--- src/design/tle_pkg.sv ---
`default_nettype none

package tle_pkg;

    // Line buffer depth and the counter width that holds any fill level.
    localparam int LINE_DEPTH = 256;
    localparam int CNT_W      = $clog2(LINE_DEPTH);
    localparam int CMP_W      = (CNT_W > 8) ? CNT_W : 8;

    // Access kinds carried by func.
    localparam logic [1:0] FUNC_RX      = 2'd0;
    localparam logic [1:0] FUNC_READ    = 2'd1;
    localparam logic [1:0] FUNC_RELEASE = 2'd2;

    // Character codes.
    localparam logic [7:0] CH_BS    = 8'h08;
    localparam logic [7:0] CH_LF    = 8'h0A;
    localparam logic [7:0] CH_CR    = 8'h0D;
    localparam logic [7:0] CH_SPACE = 8'h20;
    localparam logic [7:0] CH_TILDE = 8'h7E;
    localparam logic [7:0] CH_DEL   = 8'h7F;

    // Operation decided by the front end for each item.
    typedef enum logic [2:0] {
        OP_NONE,
        OP_CHAR,
        OP_ERASE,
        OP_EOL,
        OP_READ,
        OP_RELEASE
    } op_t;

    // Classified item handed from the front end to the back end.
    typedef struct packed {
        op_t        op;
        logic [7:0] ch;
        logic [7:0] idx;
    } cmd_t;

endpackage

`default_nettype wire

--- src/design/tle_queue.sv ---
`default_nettype none

module tle_queue import tle_pkg::*; (
    input  wire logic clk,
    input  wire logic rst_n,
    input  wire logic push,
    input  wire cmd_t push_cmd,
    output logic      full,
    input  wire logic pop,
    output logic      q_valid,
    output cmd_t      q_cmd
);

    cmd_t       slot_reg [2];
    logic       wr_ptr_reg;
    logic       wr_ptr_next;
    logic       rd_ptr_reg;
    logic       rd_ptr_next;
    logic [1:0] count_reg;
    logic [1:0] count_next;
    logic       do_push;
    logic       do_pop;

    assign full    = (count_reg == 2'd2);
    assign q_valid = (count_reg != 2'd0);
    assign q_cmd   = slot_reg[rd_ptr_reg];
    assign do_push = push && !full;
    assign do_pop  = pop && q_valid;

    // Two-entry ring of classified items.
    always_comb
    begin
        wr_ptr_next = wr_ptr_reg ^ do_push;
        rd_ptr_next = rd_ptr_reg ^ do_pop;
        count_next  = count_reg;
        if (do_push && !do_pop)
        begin
            count_next = count_reg + 2'd1;
        end
        else if (do_pop && !do_push)
        begin
            count_next = count_reg - 2'd1;
        end
    end

    always_ff @(posedge clk or negedge rst_n)
    begin
        if (!rst_n)
        begin
            wr_ptr_reg <= 1'b0;
            rd_ptr_reg <= 1'b0;
            count_reg  <= 2'd0;
        end
        else
        begin
            wr_ptr_reg <= wr_ptr_next;
            rd_ptr_reg <= rd_ptr_next;
            count_reg  <= count_next;
        end
    end

    always_ff @(posedge clk)
    begin
        if (do_push)
        begin
            slot_reg[wr_ptr_reg] <= push_cmd;
        end
    end

endmodule

`default_nettype wire

--- config.mk ---
export PLATFORM = sky130hd
export DESIGN_NAME = tle_queue
export DESIGN_NICKNAME = d
export VERILOG_FILES = /design/src/design/tle_pkg.sv /design/src/design/tle_queue.sv
export SDC_FILE = /design/constraint.sdc
export NUM_CORES = 1
export LEC_CHECK = 0
export BUFFER_PORTS_ARGS = -buffer_cell sky130_fd_sc_hd__buf_2
export CAP_MARGIN = 25
export CORE_UTILIZATION = 45
export CTS_CLUSTER_DIAMETER = 40
export CTS_CLUSTER_SIZE = 24
export DETAILED_ROUTE_END_ITERATION = 10
export GPL_ROUTABILITY_DRIVEN = 0
export PLACE_DENSITY = 0.67
export SLEW_MARGIN = 20
export SYNTH_ARGS = -nofsm -noshare
export SYNTH_HDL_FRONTEND = slang
export SYNTH_SLANG_ARGS = --single-unit
--- constraint.sdc ---
create_clock -name clk -period 5.3 [get_ports clk]
set_input_delay 1.06 -clock clk [delete_from_list [all_inputs] [get_ports clk]]
set_output_delay 1.06 -clock clk [all_outputs]
set_load 0.02 [all_outputs]
==> impl_table.tex <==
\begin{tabular}{lr}
\hline
Metric & Value \\
\hline
\multicolumn{2}{l}{\textbf{Power}} \\
\quad Power density relative to cell area & 533 nW/µm² \\
\quad Switching Power & 0.341 mW \\
\quad Worst-case vdd ir drop & 0.229 mV \\
\quad Reg power frac & 50.5\% \\
\quad Comb power frac & 35.5\% \\
\quad Post-route total power & 1.01 mW \\
\quad Reported leakage power & between 0.7 and 0.8 nW \\
\quad Internal power consumption & 0.669 mW \\
\quad Share of total power in the clock network & approximately 14\% \\
\quad Switching share of power & 33.7\% \\
\multicolumn{2}{l}{\textbf{STA}} \\
\quad Maximum frequency from static timing analysis & 346 MHz \\
\quad Worst clock skew & 0.00711 ns \\
\quad Total count of hold-check failures in the final report & 0 \\
\quad Worst hold margin & 0.491 ns \\
\quad Period minus WS final & 2.89 ns \\
\quad Smallest setup slack after layout & 2.41 ns \\
\quad Crit share post-route & 54.6\% \\
\quad Count of endpoints failing setup in the final report & 0 \\
\quad Summed negative setup slack over all endpoints & 0 ns \\
\quad Unrepaired setup endpoints after global routing & false \\
\quad Headroom to the max-slew limit & roughly two fifths \\
\quad Number of pins with negative max-slew slack in the final report & 0 \\
\quad Worst Max-Slew Pin Slew & 0.914 ns \\
\multicolumn{2}{l}{\textbf{Clocking}} \\
\quad Clk\_lat worst skew & $\sim$0.33 ns \\
\quad Clock root buffer & sky130\_fd\_sc\_hd\_\_clkbuf\_4 \\
\quad TritonCTS clock tree & built \\
\quad Number of sinks driven by the clock tree & 42 \\
\quad \# resized after CTS & 0 \\
\quad CTS HTree Levels & 2 \\
\quad Post-cts hold buffer count & 0 \\
\quad Clock transition at the register clock pins on the worst setup and hold paths after CTS & 0.10 ns \\
\quad Number of buffers between clock root and the deepest sink & 2 \\
\quad Clock buffers created by TritonCTS & 5 \\
\quad Buffers inserted by post-CTS timing repair & 0 \\
\multicolumn{2}{l}{\textbf{Setup path}} \\
\quad Length in cells of the worst reg-to-reg path & 3 \\
\quad Type of the worst setup path & reg2out \\
\quad Kind of start point of the critical path & register \\
\quad Critical path capture point type & primary output \\
\quad Crit Reg-Reg Endpoint & slot\_reg[0][8]\$\_DFFE\_PP\_ \\
\quad Worst endpoint data arrival time & between 1.5 and 2 ns \\
\quad Largest fanout of any net on the critical path & 20 \\
\quad Worst setup path startpoint & rd\_ptr\_reg\$\_DFF\_PN0\_ \\
\quad Worst R2R Setup Slack & between 3 and 4 ns \\
\quad Required time of the critical path & 4.24 ns \\
\quad Critical path endpoint & q\_cmd[15] \\
\quad Startpoint of the worst-slack reg-to-reg timing path & count\_reg[0]\$\_DFFE\_PN0P\_ \\
\multicolumn{2}{l}{\textbf{Hold path}} \\
\quad Worst hold path class & reg2reg \\
\quad Hold path start & count\_reg[1]\$\_DFFE\_PN0P\_ \\
\multicolumn{2}{l}{\textbf{Die}} \\
\quad Starting utilization of the core area & 47.5\% \\
\quad I/O pin count & 44 \\
\quad Vertical extent of the die & 61.6 µm \\
\quad Die Width & 61.6 µm \\
\quad Die area & between 3000 and 4000 µm² \\
\quad Floorplan row count & 21 \\
\quad Core Footprint & $\sim$3400 µm² \\
\multicolumn{2}{l}{\textbf{Logic synthesis}} \\
\quad Flip-flop and latch count after synthesis & 42 \\
\quad Gate Count Post-Synth & slightly below 80 \\
\quad Most used flip-flop cell after synthesis & sky130\_fd\_sc\_hd\_\_edfxtp\_1 \\
\quad Library cell with the largest summed area after synthesis & sky130\_fd\_sc\_hd\_\_edfxtp\_1 \\
\quad Fraction of registers with async set/reset & a little under a tenth \\
\quad Yosys Warn Count & 0 \\
\quad Number of distinct standard cells referenced by the synthesized netlist & 13 \\
\quad Number of enable-type register cells in the synthesized netlist & 38 \\
\quad Synthesized area divided by synthesized cell count & 20.7 µm² \\
\quad Most used standard cells in the synthesized netlist & sky130\_fd\_sc\_hd\_\_edfxtp\_1 (38), sky130\_fd\_sc\_hd\_\_mux2\_2 (19), sky130\_fd\_sc\_hd\_\_dfrtp\_1 (4) \\
\quad Cell area after synthesis & approximately 1600 µm² \\
\quad Syn Nets & 103 \\
\quad Leading cell types by total area after synthesis & sky130\_fd\_sc\_hd\_\_edfxtp\_1 (71\%), sky130\_fd\_sc\_hd\_\_mux2\_2 (13\%), sky130\_fd\_sc\_hd\_\_dfrtp\_1 (6.3\%) \\
\quad Post-synthesis sequential area ratio & 77.7\% \\
\quad Area share of the largest cell type after synthesis & 71.5\% \\
\quad Most frequent cell after synthesis & sky130\_fd\_sc\_hd\_\_edfxtp\_1 \\
\multicolumn{2}{l}{\textbf{Finish}} \\
\quad Net count of the finished layout & about 150 \\
\quad Utilization after layout & 56.4\% \\
\quad Post-route design area & 1900 µm² \\
\quad Number of diodes & 0 \\
\quad Area growth, synth to finish & 18.7\% \\
\quad Footprint of the flip-flops and latches & 1240 µm² \\
\quad Multi-input gate area & 325 µm² \\
\quad Proportion of layout cells with a drive suffix above 1 & 55.6\% \\
\quad Number of filler instances in the final layout & 290 \\
\quad Max FFs per register & 38 \\
\quad Final std cells w/o fill & 172 \\
\multicolumn{2}{l}{\textbf{Detailed routing}} \\
\quad Average detailed-routed wire length per instance & 13.2 µm \\
\quad Detailed Route Iter0 Violations & 24 \\
\quad Final WL & 2260 µm \\
\quad Count of nets left with antenna violations after detail routing & 0 \\
\quad Count of vias placed by the detailed router & 798 \\
\quad DRC & 0 \\
\quad Average vias per placed instance & 4.64 \\
\quad Number of detailed-routing iterations run before antenna repair & 4 \\
\multicolumn{2}{l}{\textbf{Global routing}} \\
\quad Leftover overflow at the end of global routing & 0 \\
\quad Largest net degree at the start of global routing & 21 \\
\quad Antenna violations before repair & 0 \\
\quad Global-route total usage across every layer & 13.5\% \\
\quad First-pass GRT wire length & roughly 3200 µm \\
\quad Vias in the first global route & roughly 760 \\
\multicolumn{2}{l}{\textbf{Run}} \\
\quad \# Max-Cap Violations & 0 \\
\multicolumn{2}{l}{\textbf{Placement}} \\
\quad Port Buffer Count & 43 \\
\quad Placed cell count & 164 \\
\quad Worst Setup Slack post-DPL & approximately 2.7 ns \\
\quad Placed Instance Area & 1850 µm² \\
\multicolumn{2}{l}{\textbf{Status}} \\
\quad Run status & finished, final reports clean \\
\hline
\end{tabular}
[power by group through the flow]
stage | clock network (mW) | logic, mW | registers [mW]
finish | 0.141 | 0.359 | 0.510
global route | 0.161 | 0.392 | 0.522
CTS | 0.148 | 0.365 | 0.511
detailed placement | 0 | 0.362 | 0.519
global placement | 0 | 0.361 | 0.514
floorplan | 0 | 0.301 | 0.484
[worst max-delay path, cell delays in order, from the launching register on]
cell and delay [ns]:
sky130_fd_sc_hd__dfrtp_1 0.92, sky130_fd_sc_hd__mux2_2 0.42, sky130_fd_sc_hd__buf_2 0.16
[worst min-delay path by stage]
stage	cells after the start	endpoint	slack (ns)
detailed placement	1	count_reg[1]$_DFFE_PN0P_	0.48
CTS	1	wr_ptr_reg$_DFF_PN0_	0.50
floorplan	1	count_reg[1]$_DFFE_PN0P_	0.46
global route	1	count_reg[0]$_DFFE_PN0P_	0.48
finish	1	count_reg[1]$_DFFE_PN0P_	0.49
global placement	1	count_reg[1]$_DFFE_PN0P_	0.47
[cell type report]
| cell class | count | share of cell area (%) |
|---|---|---|
| Multi-Input combinational cell | 31 | 17.2 |
| Tap cell | 46 | 3.04 |
| Clock buffer | 8 | 2.57 |
| Inverter | 2 | 0.396 |
| Timing Repair Buffer | 43 | 11.4 |
| Sequential cell | 42 | 65.5 |
[cells in the final DEF, fill, tap and decap left out, drive strengths merged]
master and count:
inv 2, or2 1, buf 43, nor2b 1, xor2 2, ha 3
mux2 19, dfrtp 4, nor2 1, xnor2 2, nand2 1, and2b 1
edfxtp 38, clkbuf 8
[cells by family (layout without fill, tap and decap cells)]
group	Yosys count	count (layout)	share of synthesized area, %
buffers and inverters	4	53	1.88
DFF	42	42	77.7
and+or+nand+nor	5	5	2.43
xor gates and xnor gates	4	4	2.19
muxes	19	19	13.4
adders and majority gates	3	3	2.35
[layer usage]
metal | up-vias | GRT usage, % | routed length (µm)
met4 | 0 | 8.57 | 44
met2 | 33 | 22.0 | 1110
met3 | 4 | 7.98 | 140
met1 | 374 | 13.0 | 972
met5 | - | 0 | 0
li1 | 387 | - | -
Note: power is estimated with default switching activity, not from simulation.
