[config.mk]
export PLATFORM = sky130hd
export DESIGN_NAME = tle_front
export DESIGN_NICKNAME = d
export VERILOG_FILES = /design/src/design/tle_pkg.sv /design/src/design/tle_front.sv
export SDC_FILE = /design/constraint.sdc
export NUM_CORES = 1
export LEC_CHECK = 0
export BUFFER_PORTS_ARGS = -buffer_cell sky130_fd_sc_hd__buf_2
export CAP_MARGIN = 30
export CORE_MARGIN = 3
export CORE_UTILIZATION = 42
export DETAILED_ROUTE_END_ITERATION = 12
export GPL_TIMING_DRIVEN = 0
export PLACE_DENSITY_LB_ADDON = 0.2
export SLEW_MARGIN = 10
export SYNTH_ARGS = -nofsm -noshare
export SYNTH_HDL_FRONTEND = slang
export SYNTH_SLANG_ARGS = --single-unit
[constraint.sdc]
create_clock -name clk -period 2.3 [get_ports clk]
set_clock_uncertainty 0.1 [all_clocks]
set_input_delay 0.23 -clock clk [delete_from_list [all_inputs] [get_ports clk]]
set_output_delay 0.23 -clock clk [all_outputs]
set_load 0.01 [all_outputs]
[src/design/tle_pkg.sv]
`default_nettype none

package tle_pkg;

    // Line buffer depth and the counter width that holds any fill level.
    localparam int LINE_DEPTH = 256;
    localparam int CNT_W      = $clog2(LINE_DEPTH);
    localparam int CMP_W      = (CNT_W > 8) ? CNT_W : 8;

    // Access kinds carried by func.
    localparam logic [1:0] FUNC_RX      = 2'd0;
    localparam logic [1:0] FUNC_READ    = 2'd1;
    localparam logic [1:0] FUNC_RELEASE = 2'd2;

    // Character codes.
    localparam logic [7:0] CH_BS    = 8'h08;
    localparam logic [7:0] CH_LF    = 8'h0A;
    localparam logic [7:0] CH_CR    = 8'h0D;
    localparam logic [7:0] CH_SPACE = 8'h20;
    localparam logic [7:0] CH_TILDE = 8'h7E;
    localparam logic [7:0] CH_DEL   = 8'h7F;

    // Operation decided by the front end for each item.
    typedef enum logic [2:0] {
        OP_NONE,
        OP_CHAR,
        OP_ERASE,
        OP_EOL,
        OP_READ,
        OP_RELEASE
    } op_t;

    // Classified item handed from the front end to the back end.
    typedef struct packed {
        op_t        op;
        logic [7:0] ch;
        logic [7:0] idx;
    } cmd_t;

endpackage

`default_nettype wire

[src/design/tle_front.sv]
`default_nettype none

module tle_front import tle_pkg::*; (
    input  wire logic       clk,
    input  wire logic       rst_n,
    input  wire logic       in_valid,
    output logic            in_stall,
    input  wire logic [1:0] func,
    input  wire logic [7:0] rx_char,
    input  wire logic [7:0] read_index,
    output logic            push,
    output cmd_t            push_cmd,
    input  wire logic       q_full
);

    logic cmd_valid_reg;
    logic cmd_valid_next;
    cmd_t cmd_reg;
    cmd_t cmd_next;
    logic take;
    op_t  op_class;

    // Decide what the back end has to do with the item.
    always_comb
    begin
        op_class = OP_NONE;
        case (func)
            FUNC_RX:
            begin
                if (rx_char == CH_BS || rx_char == CH_DEL)
                begin
                    op_class = OP_ERASE;
                end
                else if (rx_char == CH_CR || rx_char == CH_LF)
                begin
                    op_class = OP_EOL;
                end
                else if (rx_char >= CH_SPACE && rx_char <= CH_TILDE)
                begin
                    op_class = OP_CHAR;
                end
            end
            FUNC_READ:    op_class = OP_READ;
            FUNC_RELEASE: op_class = OP_RELEASE;
            default:      op_class = OP_NONE;
        endcase
    end

    // One holding register in front of the queue.
    assign push     = cmd_valid_reg && !q_full;
    assign push_cmd = cmd_reg;
    assign in_stall = cmd_valid_reg && q_full;
    assign take     = in_valid && !in_stall;

    always_comb
    begin
        cmd_valid_next = cmd_valid_reg;
        cmd_next       = cmd_reg;
        if (push)
        begin
            cmd_valid_next = 1'b0;
        end
        if (take)
        begin
            cmd_valid_next = 1'b1;
            cmd_next.op    = op_class;
            cmd_next.ch    = rx_char;
            cmd_next.idx   = read_index;
        end
    end

    always_ff @(posedge clk or negedge rst_n)
    begin
        if (!rst_n)
        begin
            cmd_valid_reg <= 1'b0;
        end
        else
        begin
            cmd_valid_reg <= cmd_valid_next;
        end
    end

    always_ff @(posedge clk)
    begin
        cmd_reg <= cmd_next;
    end

endmodule

`default_nettype wire

==> results of run 1 <==
==> per-layer routing <==
layer | share of wire | wire (um)
met5 | 0 | 0
met4 | 0.014 | 23
met3 | 0.080 | 127
met2 | 0.55 | 877
met1 | 0.36 | 568
==> cell usage after synthesis (2+ instances only) <==
master | number | area, um^2
nor2_1 | 2 | 7.510
nand3b_1 | 2 | 15.01
nor2b_1 | 2 | 12.51
ha_1 | 2 | 25.02
edfxtp_1 | 19 | 570.6
==> power breakdown <==
group	internal [mW]	leakage [nW]	total (mW)	switching, mW
Clock	0.176	0.0279	0.283	0.107
Combinational	0.0479	0.270	0.0969	0.0491
Sequential	0.422	0.193	0.427	0.00437
Total	0.646	0.490	0.807	0.161
==> how the worst max path moves through the flow <==
stage	endpoint	slack [ps]
floorplan	push_cmd[0]	380
global placement	push_cmd[12]	160
detailed placement	push_cmd[8]	560
CTS	push_cmd[6]	540
global route	push_cmd[6]	730
finish	push_cmd[2]	790
==> logic make-up (layout without fill, tap and decap cells) <==
group                    count (synthesis)  count (layout)  share of synthesized area
buffers and inverters                    2              57                   0.009622
AND/OR/NAND/NOR                         16              16                     0.1509
AO/OA/AOI/OAI                            5               5                    0.04334
adder cells (fa/ha/maj)                  2               2                    0.03210
flip-flops                              20              20                     0.7640
==> critical path, delay by kind of cell (launching register included) <==
kind	cells	cell delay, ps
flip-flops	1	390
buffers and inverters	1	210
AND/OR/NAND/NOR	2	540
==> layout by cell type, fill, tap and decap left out, drive strengths merged <==
cell type and instances:
buf 43, edfxtp 19, dlygate4sd3 8, clkbuf 3, nand3b 2, nor2 2
ha 2, nand2b 2, nor3 2, nor2b 2, o21ai 1, nor4 1
nand4 1, nand2 1, a21oi 1, nor3b 1, inv 1, clkinv 1
o2bb2ai 1, a211o 1, o22ai 1, and2 1, or2 1, bufinv 1
dfrtp 1
==> metrics by stage <==
step           utilization  worst slack (ps)
2_1_floorplan            -             379.7
3_3_place_gp        0.6260             156.7
3_5_place_dp        0.6275             559.0
4_1_cts             0.6659             540.5
5_1_grt             0.7181             728.9
6_report            0.7181             793.6
==> final cells by class <==
cell class	instances	area (um^2)
clock inverter	1	30.03
clock buffer	3	22.52
timing repair buffer	51	305.3
multi-input combinational	23	178.9
tap	24	30.03
inverter	2	7.507
sequential	20	595.6
fill	124	459.2
==> metrics.log, run 1 <==
[metrics] cell area after synthesis: 779.5 um^2
[metrics] post-route total power: 0.8071 mW
[metrics] number of flip-flops in the largest register: 19
[metrics] reg2reg start: cmd_valid_reg
[metrics] share of final-layout standard cells stronger than drive strength 1: 0.5200
[metrics] CTS Buf Count: 3
[metrics] Cell Area, Placed: 1022 um^2
[metrics] share of flip-flops with an asynchronous set or reset: 0.05000
[metrics] worst-case vdd ir drop: 0.5904 mV
[metrics] Initial DRC Count: 19
[metrics] number of nets in the layout: 125
[metrics] Die W: 49.08 um
[metrics] Worst Reg-to-Reg Cells: 3
[metrics] I/O pin count: 43
[metrics] Final Slew Violations: 0
[metrics] fraction of met2 tracks used by global routing: 0.2299
[metrics] endpoint required time on the critical path: 2220 ps
[metrics] wire length of the first global-routing pass: 2256 um
[metrics] unrepaired setup endpoints after global routing: no
[metrics] final estimated routing congestion in global placement: 0.7453
[metrics] pin count of the biggest net entering global routing: 20
[metrics] antenna-violating nets left: 0
[metrics] floorplan die height: 49.08 um
[metrics] FP Rows: 14
[metrics] result of the run: finished, final reports clean
[metrics] cell chain of the critical path: and2_1 -> nor2b_2 -> buf_8
[metrics] initial core utilization: 0.4785
[metrics] maximum buffer depth of the clock tree: 2
[metrics] aggregate global routing overflow: 0
[metrics] number of gates given a new drive strength after cts: 0
[metrics] clk root buf: clkbuf_4
[metrics] worst hold path type: in -> reg
[metrics] synth unique cells: 23
[metrics] aggregate routed wire length: 1597 um
[metrics] area overhead of the layout relative to synthesis: 50.08%
[metrics] category of the critical setup timing path: reg -> reg
[metrics] clk sinks: 20
[metrics] met1 capacity usage during global routing: 0.1317
[metrics] clock tree from TritonCTS: yes
[metrics] Placed Instances: 111
[metrics] DRC errors left: 0
[metrics] number of enable-type register cells in the synthesized netlist: 19
[metrics] vias per std cell: 4.871
[metrics] detailed-router iteration count before antenna repair: 4
[metrics] post-synthesis average cell area: 17.32 um^2
[metrics] highest attainable clock frequency: 0.6638 GHz
[metrics] final hold violation count: 0
[metrics] Worst Hold Path Cells: 1
[metrics] type of element capturing the critical path: register
[metrics] core region area: 1629 um^2
[metrics] most crowded layer after global routing: met2
[metrics] count of non-filler cells in the finished layout: 124
[metrics] share of the cycle needed by the critical path after routing: 0.6550
[metrics] post-CTS repair timing setup buffer count: 0
[metrics] synthesis warning total: 0
[metrics] detailed-placement wirelength estimate: 1128 um
[metrics] signal arrival time at the worst endpoint: 1430 ps
[metrics] top_reg_cell synth: edfxtp_1
[metrics] Endpoint, Worst Hold: push_cmd[0]
[metrics] number of setup violations in the final report: 0
[metrics] Worst slew margin: 0.7193
[metrics] Leak: 0.4900 nW
[metrics] global-route usage over all layers: 0.1210
[metrics] clock input transition at the sequential cells of the worst setup and hold paths: 120 ps
[metrics] tightest hold margin: 5.823 ps
[metrics] clock network latency to the later pin of the worst-skew pair: 290 ps
[metrics] share of synthesized area occupied by flip-flops and latches: 0.7640
[metrics] power density over the cells: 689.9 nW/um^2
[metrics] number of nets in the synthesized netlist: 69
[metrics] hold-fix buffers at CTS: 1
[metrics] library cell contributing the largest single delay on the critical path: dfrtp_1
[metrics] number of buffers inserted by port buffering: 42
[metrics] global routing met3 resource utilization: 0.03058
[metrics] final critical path time including I/O delays and setup: 1506 ps
[metrics] number of global-route vias before repair: 509
[metrics] MaxCap Viol Count: 0
[metrics] HP Start: read_index[0]
[metrics] critical register-to-register path endpoint: push_cmd[2]
[metrics] total of flip-flops plus latches after synthesis: 20
[metrics] number of diodes: 0
[metrics] launch point of the critical path: cmd_valid_reg
[metrics] Critical Path Max Stage Delay: 390 ps
[metrics] Critical Path Fanout Max: 13
[metrics] Design Area, Final: 1170 um^2
[metrics] Die Footprint: 2409 um^2
[metrics] H-tree lvl count: 1
[metrics] setup_tns: 0 ps
[metrics] Cells after Synth: 45
[metrics] Via Count: 604
[metrics] reg2reg setup slack: 790 ps
[metrics] transition time at the pin with the least slew margin: 419.1 ps
[metrics] average wire length per cell after detail routing: 12.88 um
[metrics] CP startpoint kind: register
[metrics] initial antenna violation count: 0
No activity file was read; power rests on OpenSTA's default activity.
==> inputs of run 2 (changes only) <==
- clock period: 2.3 -> 1.4 ns (I/O delays scaled with it)
==> run 2 against run 1 <==
  * Via count up 3.3%
  * Design area increased by 10%
  * Combinational power is 96% higher
  * Sequential cell count is the same
  * Global-route usage is 2.7 points higher
  * Critical endpoint is now push_cmd[16]
  * Largest cell class unchanged
  * Highest routed layer unchanged
==> metrics.log, run 2 (synthesis gave the netlist of run 1 again) <==
[metrics] number of diodes: 0
[metrics] Internal: 1.084 mW
[metrics] number of nets in the layout: 135
[metrics] share of final-layout standard cells stronger than drive strength 1: 0.4727
[metrics] clock input transition at the sequential cells of the worst setup and hold paths: 110 ps
[metrics] number of buffers inserted by port buffering: 42
[metrics] clock tree from TritonCTS: yes
[metrics] signal arrival time at the worst endpoint: 1310 ps
[metrics] MaxCap Viol Count: 0
[metrics] final hold violation count: 0
[metrics] combinational group share of total power: 0.140
[metrics] number of flip-flops in the largest register: 19
[metrics] sequential group share of total power: 0.517
[metrics] transition time at the pin with the least slew margin: 222.7 ps
[metrics] worst hold path type: in -> async
[metrics] Cell Area, Placed: 1027 um^2
[metrics] Initial DRC Count: 11
[metrics] highest attainable clock frequency: 0.7370 GHz
[metrics] detailed-placement wirelength estimate: 1084 um
[metrics] antenna-violating nets left: 0
[metrics] clk sinks: 20
[metrics] final design utilization: 0.7911
[metrics] aggregate routed wire length: 1740 um
[metrics] Final Slew Violations: 0
[metrics] Net Sw Power: 0.2705 mW
[metrics] most used cells in the layout excluding fill and tap cells: buf_2, edfxtp_1, dlygate4sd3_1
[metrics] tightest hold margin: 43.51 ps
[metrics] reg2reg setup slack: 160 ps
[metrics] Leak: 0.5397 nW
[metrics] CTS Buf Count: 3
[metrics] switch share: 0.1997
[metrics] aggregate global routing overflow: 0
[metrics] worst-case vdd ir drop: 0.5774 mV
[metrics] power density over the cells: 1051 nW/um^2
[metrics] average wire length per cell after detail routing: 12.99 um
[metrics] wire length of the first global-routing pass: 2773 um
[metrics] initial core utilization: 0.4785
[metrics] Worst slew margin: 0.8504
[metrics] post-route total power: 1.354 mW
[metrics] part of the power in the clock network: 0.342
[metrics] share of the cycle needed by the critical path after routing: 0.9691
[metrics] area overhead of the layout relative to synthesis: 65.33%
[metrics] most common cell after layout, fill and taps aside: buf_2
[metrics] number of setup violations in the final report: 0
[metrics] final critical path time including I/O delays and setup: 1357 ps
[metrics] detailed-router iteration count before antenna repair: 4
[metrics] Placed Instances: 111
[metrics] count of non-filler cells in the finished layout: 134
[metrics] Design Area, Final: 1289 um^2
[metrics] global-route usage over all layers: 0.1479
[metrics] initial antenna violation count: 0
[metrics] Critical Path Fanout Max: 3
[metrics] clock network latency to the later pin of the worst-skew pair: 290 ps
[metrics] Die Footprint: 2409 um^2
[metrics] vias per std cell: 4.657
[metrics] DRC errors left: 0
[metrics] final estimated routing congestion in global placement: 0.7353
[metrics] result of the run: finished, final reports clean
[metrics] H-tree lvl count: 1
[metrics] core region area: 1629 um^2
[metrics] category of the critical setup timing path: in -> reg
[metrics] maximum buffer depth of the clock tree: 2
[metrics] FP Rows: 14
[metrics] I/O pin count: 43
[metrics] endpoint required time on the critical path: 1350 ps
[metrics] pin count of the biggest net entering global routing: 20
[metrics] CP startpoint kind: primary input
[metrics] Via Count: 624
[metrics] floorplan die height: 49.08 um
[metrics] type of element capturing the critical path: register
[metrics] unrepaired setup endpoints after global routing: no
[metrics] clk root buf: clkbuf_4
[metrics] number of global-route vias before repair: 589
[metrics] Die W: 49.08 um
## run 2: area by class of cell
| type | instances | area, um^2 |
|---|---|---|
| flip-flops and latches | 20 | 595.6 |
| repair buffers | 61 | 410.4 |
| fillers | 105 | 340.3 |
| multi-input cells | 23 | 192.7 |
| clock inverters | 1 | 30.03 |
| well taps | 24 | 30.03 |
| clock buffers | 3 | 22.52 |
| inverters | 2 | 7.507 |
## run 2: path summary, 6_finish.rpt
check,to,cells after the start,startpoint
max in group asynchronous,cmd_valid_reg,2,rst_n
min in group clk,push_cmd[16],2,func[0]
worst min-delay path,cmd_valid_reg,2,rst_n
worst min register to register,cmd_valid_reg,2,cmd_valid_reg
worst max-delay path,push_cmd[16],6,rx_char[3]
worst max register to register,push_cmd[7],3,cmd_valid_reg
## run 2: stage by stage
stage	worst slack, ps	setup TNS, ps
final	43.19	0
after global routing	12.21	0
after CTS	21.62	0
after detailed placement	-52.98	-997.8
after global placement	-39.24	-736.2
after floorplan	35.76	0
## run 2: layer usage
| layer | global-route usage | part of all wire | vias up |
|---|---|---|---|
| li1 | - | - | 301 |
| met1 | 0.1900 | 0.45 | 297 |
| met2 | 0.2500 | 0.48 | 24 |
| met3 | 0.02752 | 0.057 | 2 |
| met4 | 0.04739 | 0.013 | 0 |
| met5 | 0 | 0 | - |
## run 2: repair_timing
item | 4_1_cts | 5_1_grt
setup buffers | 1 | 0
hold buffers | 18 | 0
endpoints found under the setup margin | 19 | 1
gates resized for setup | 0 | 1
pin swaps | 0 | 1
endpoints found under the hold margin | 18 | 0
## run 2: power groups by stage
| stage | clock network, mW | registers [mW] | logic (mW) |
|---|---|---|---|
| final | 0.463 | 0.701 | 0.190 |
| after detailed placement | 0 | 0.715 | 0.138 |
| after global routing | 0.499 | 0.704 | 0.206 |
| after CTS | 0.469 | 0.701 | 0.186 |
| after floorplan | 0 | 0.733 | 0.0417 |
| after global placement | 0 | 0.714 | 0.135 |
## run 2: worst max-delay path: stages
cell           delay, ps
dlygate4sd3_1        540
buf_2                160
nand2b_4              80
nor4_4               160
o2bb2ai_1            140
o22ai_1              100
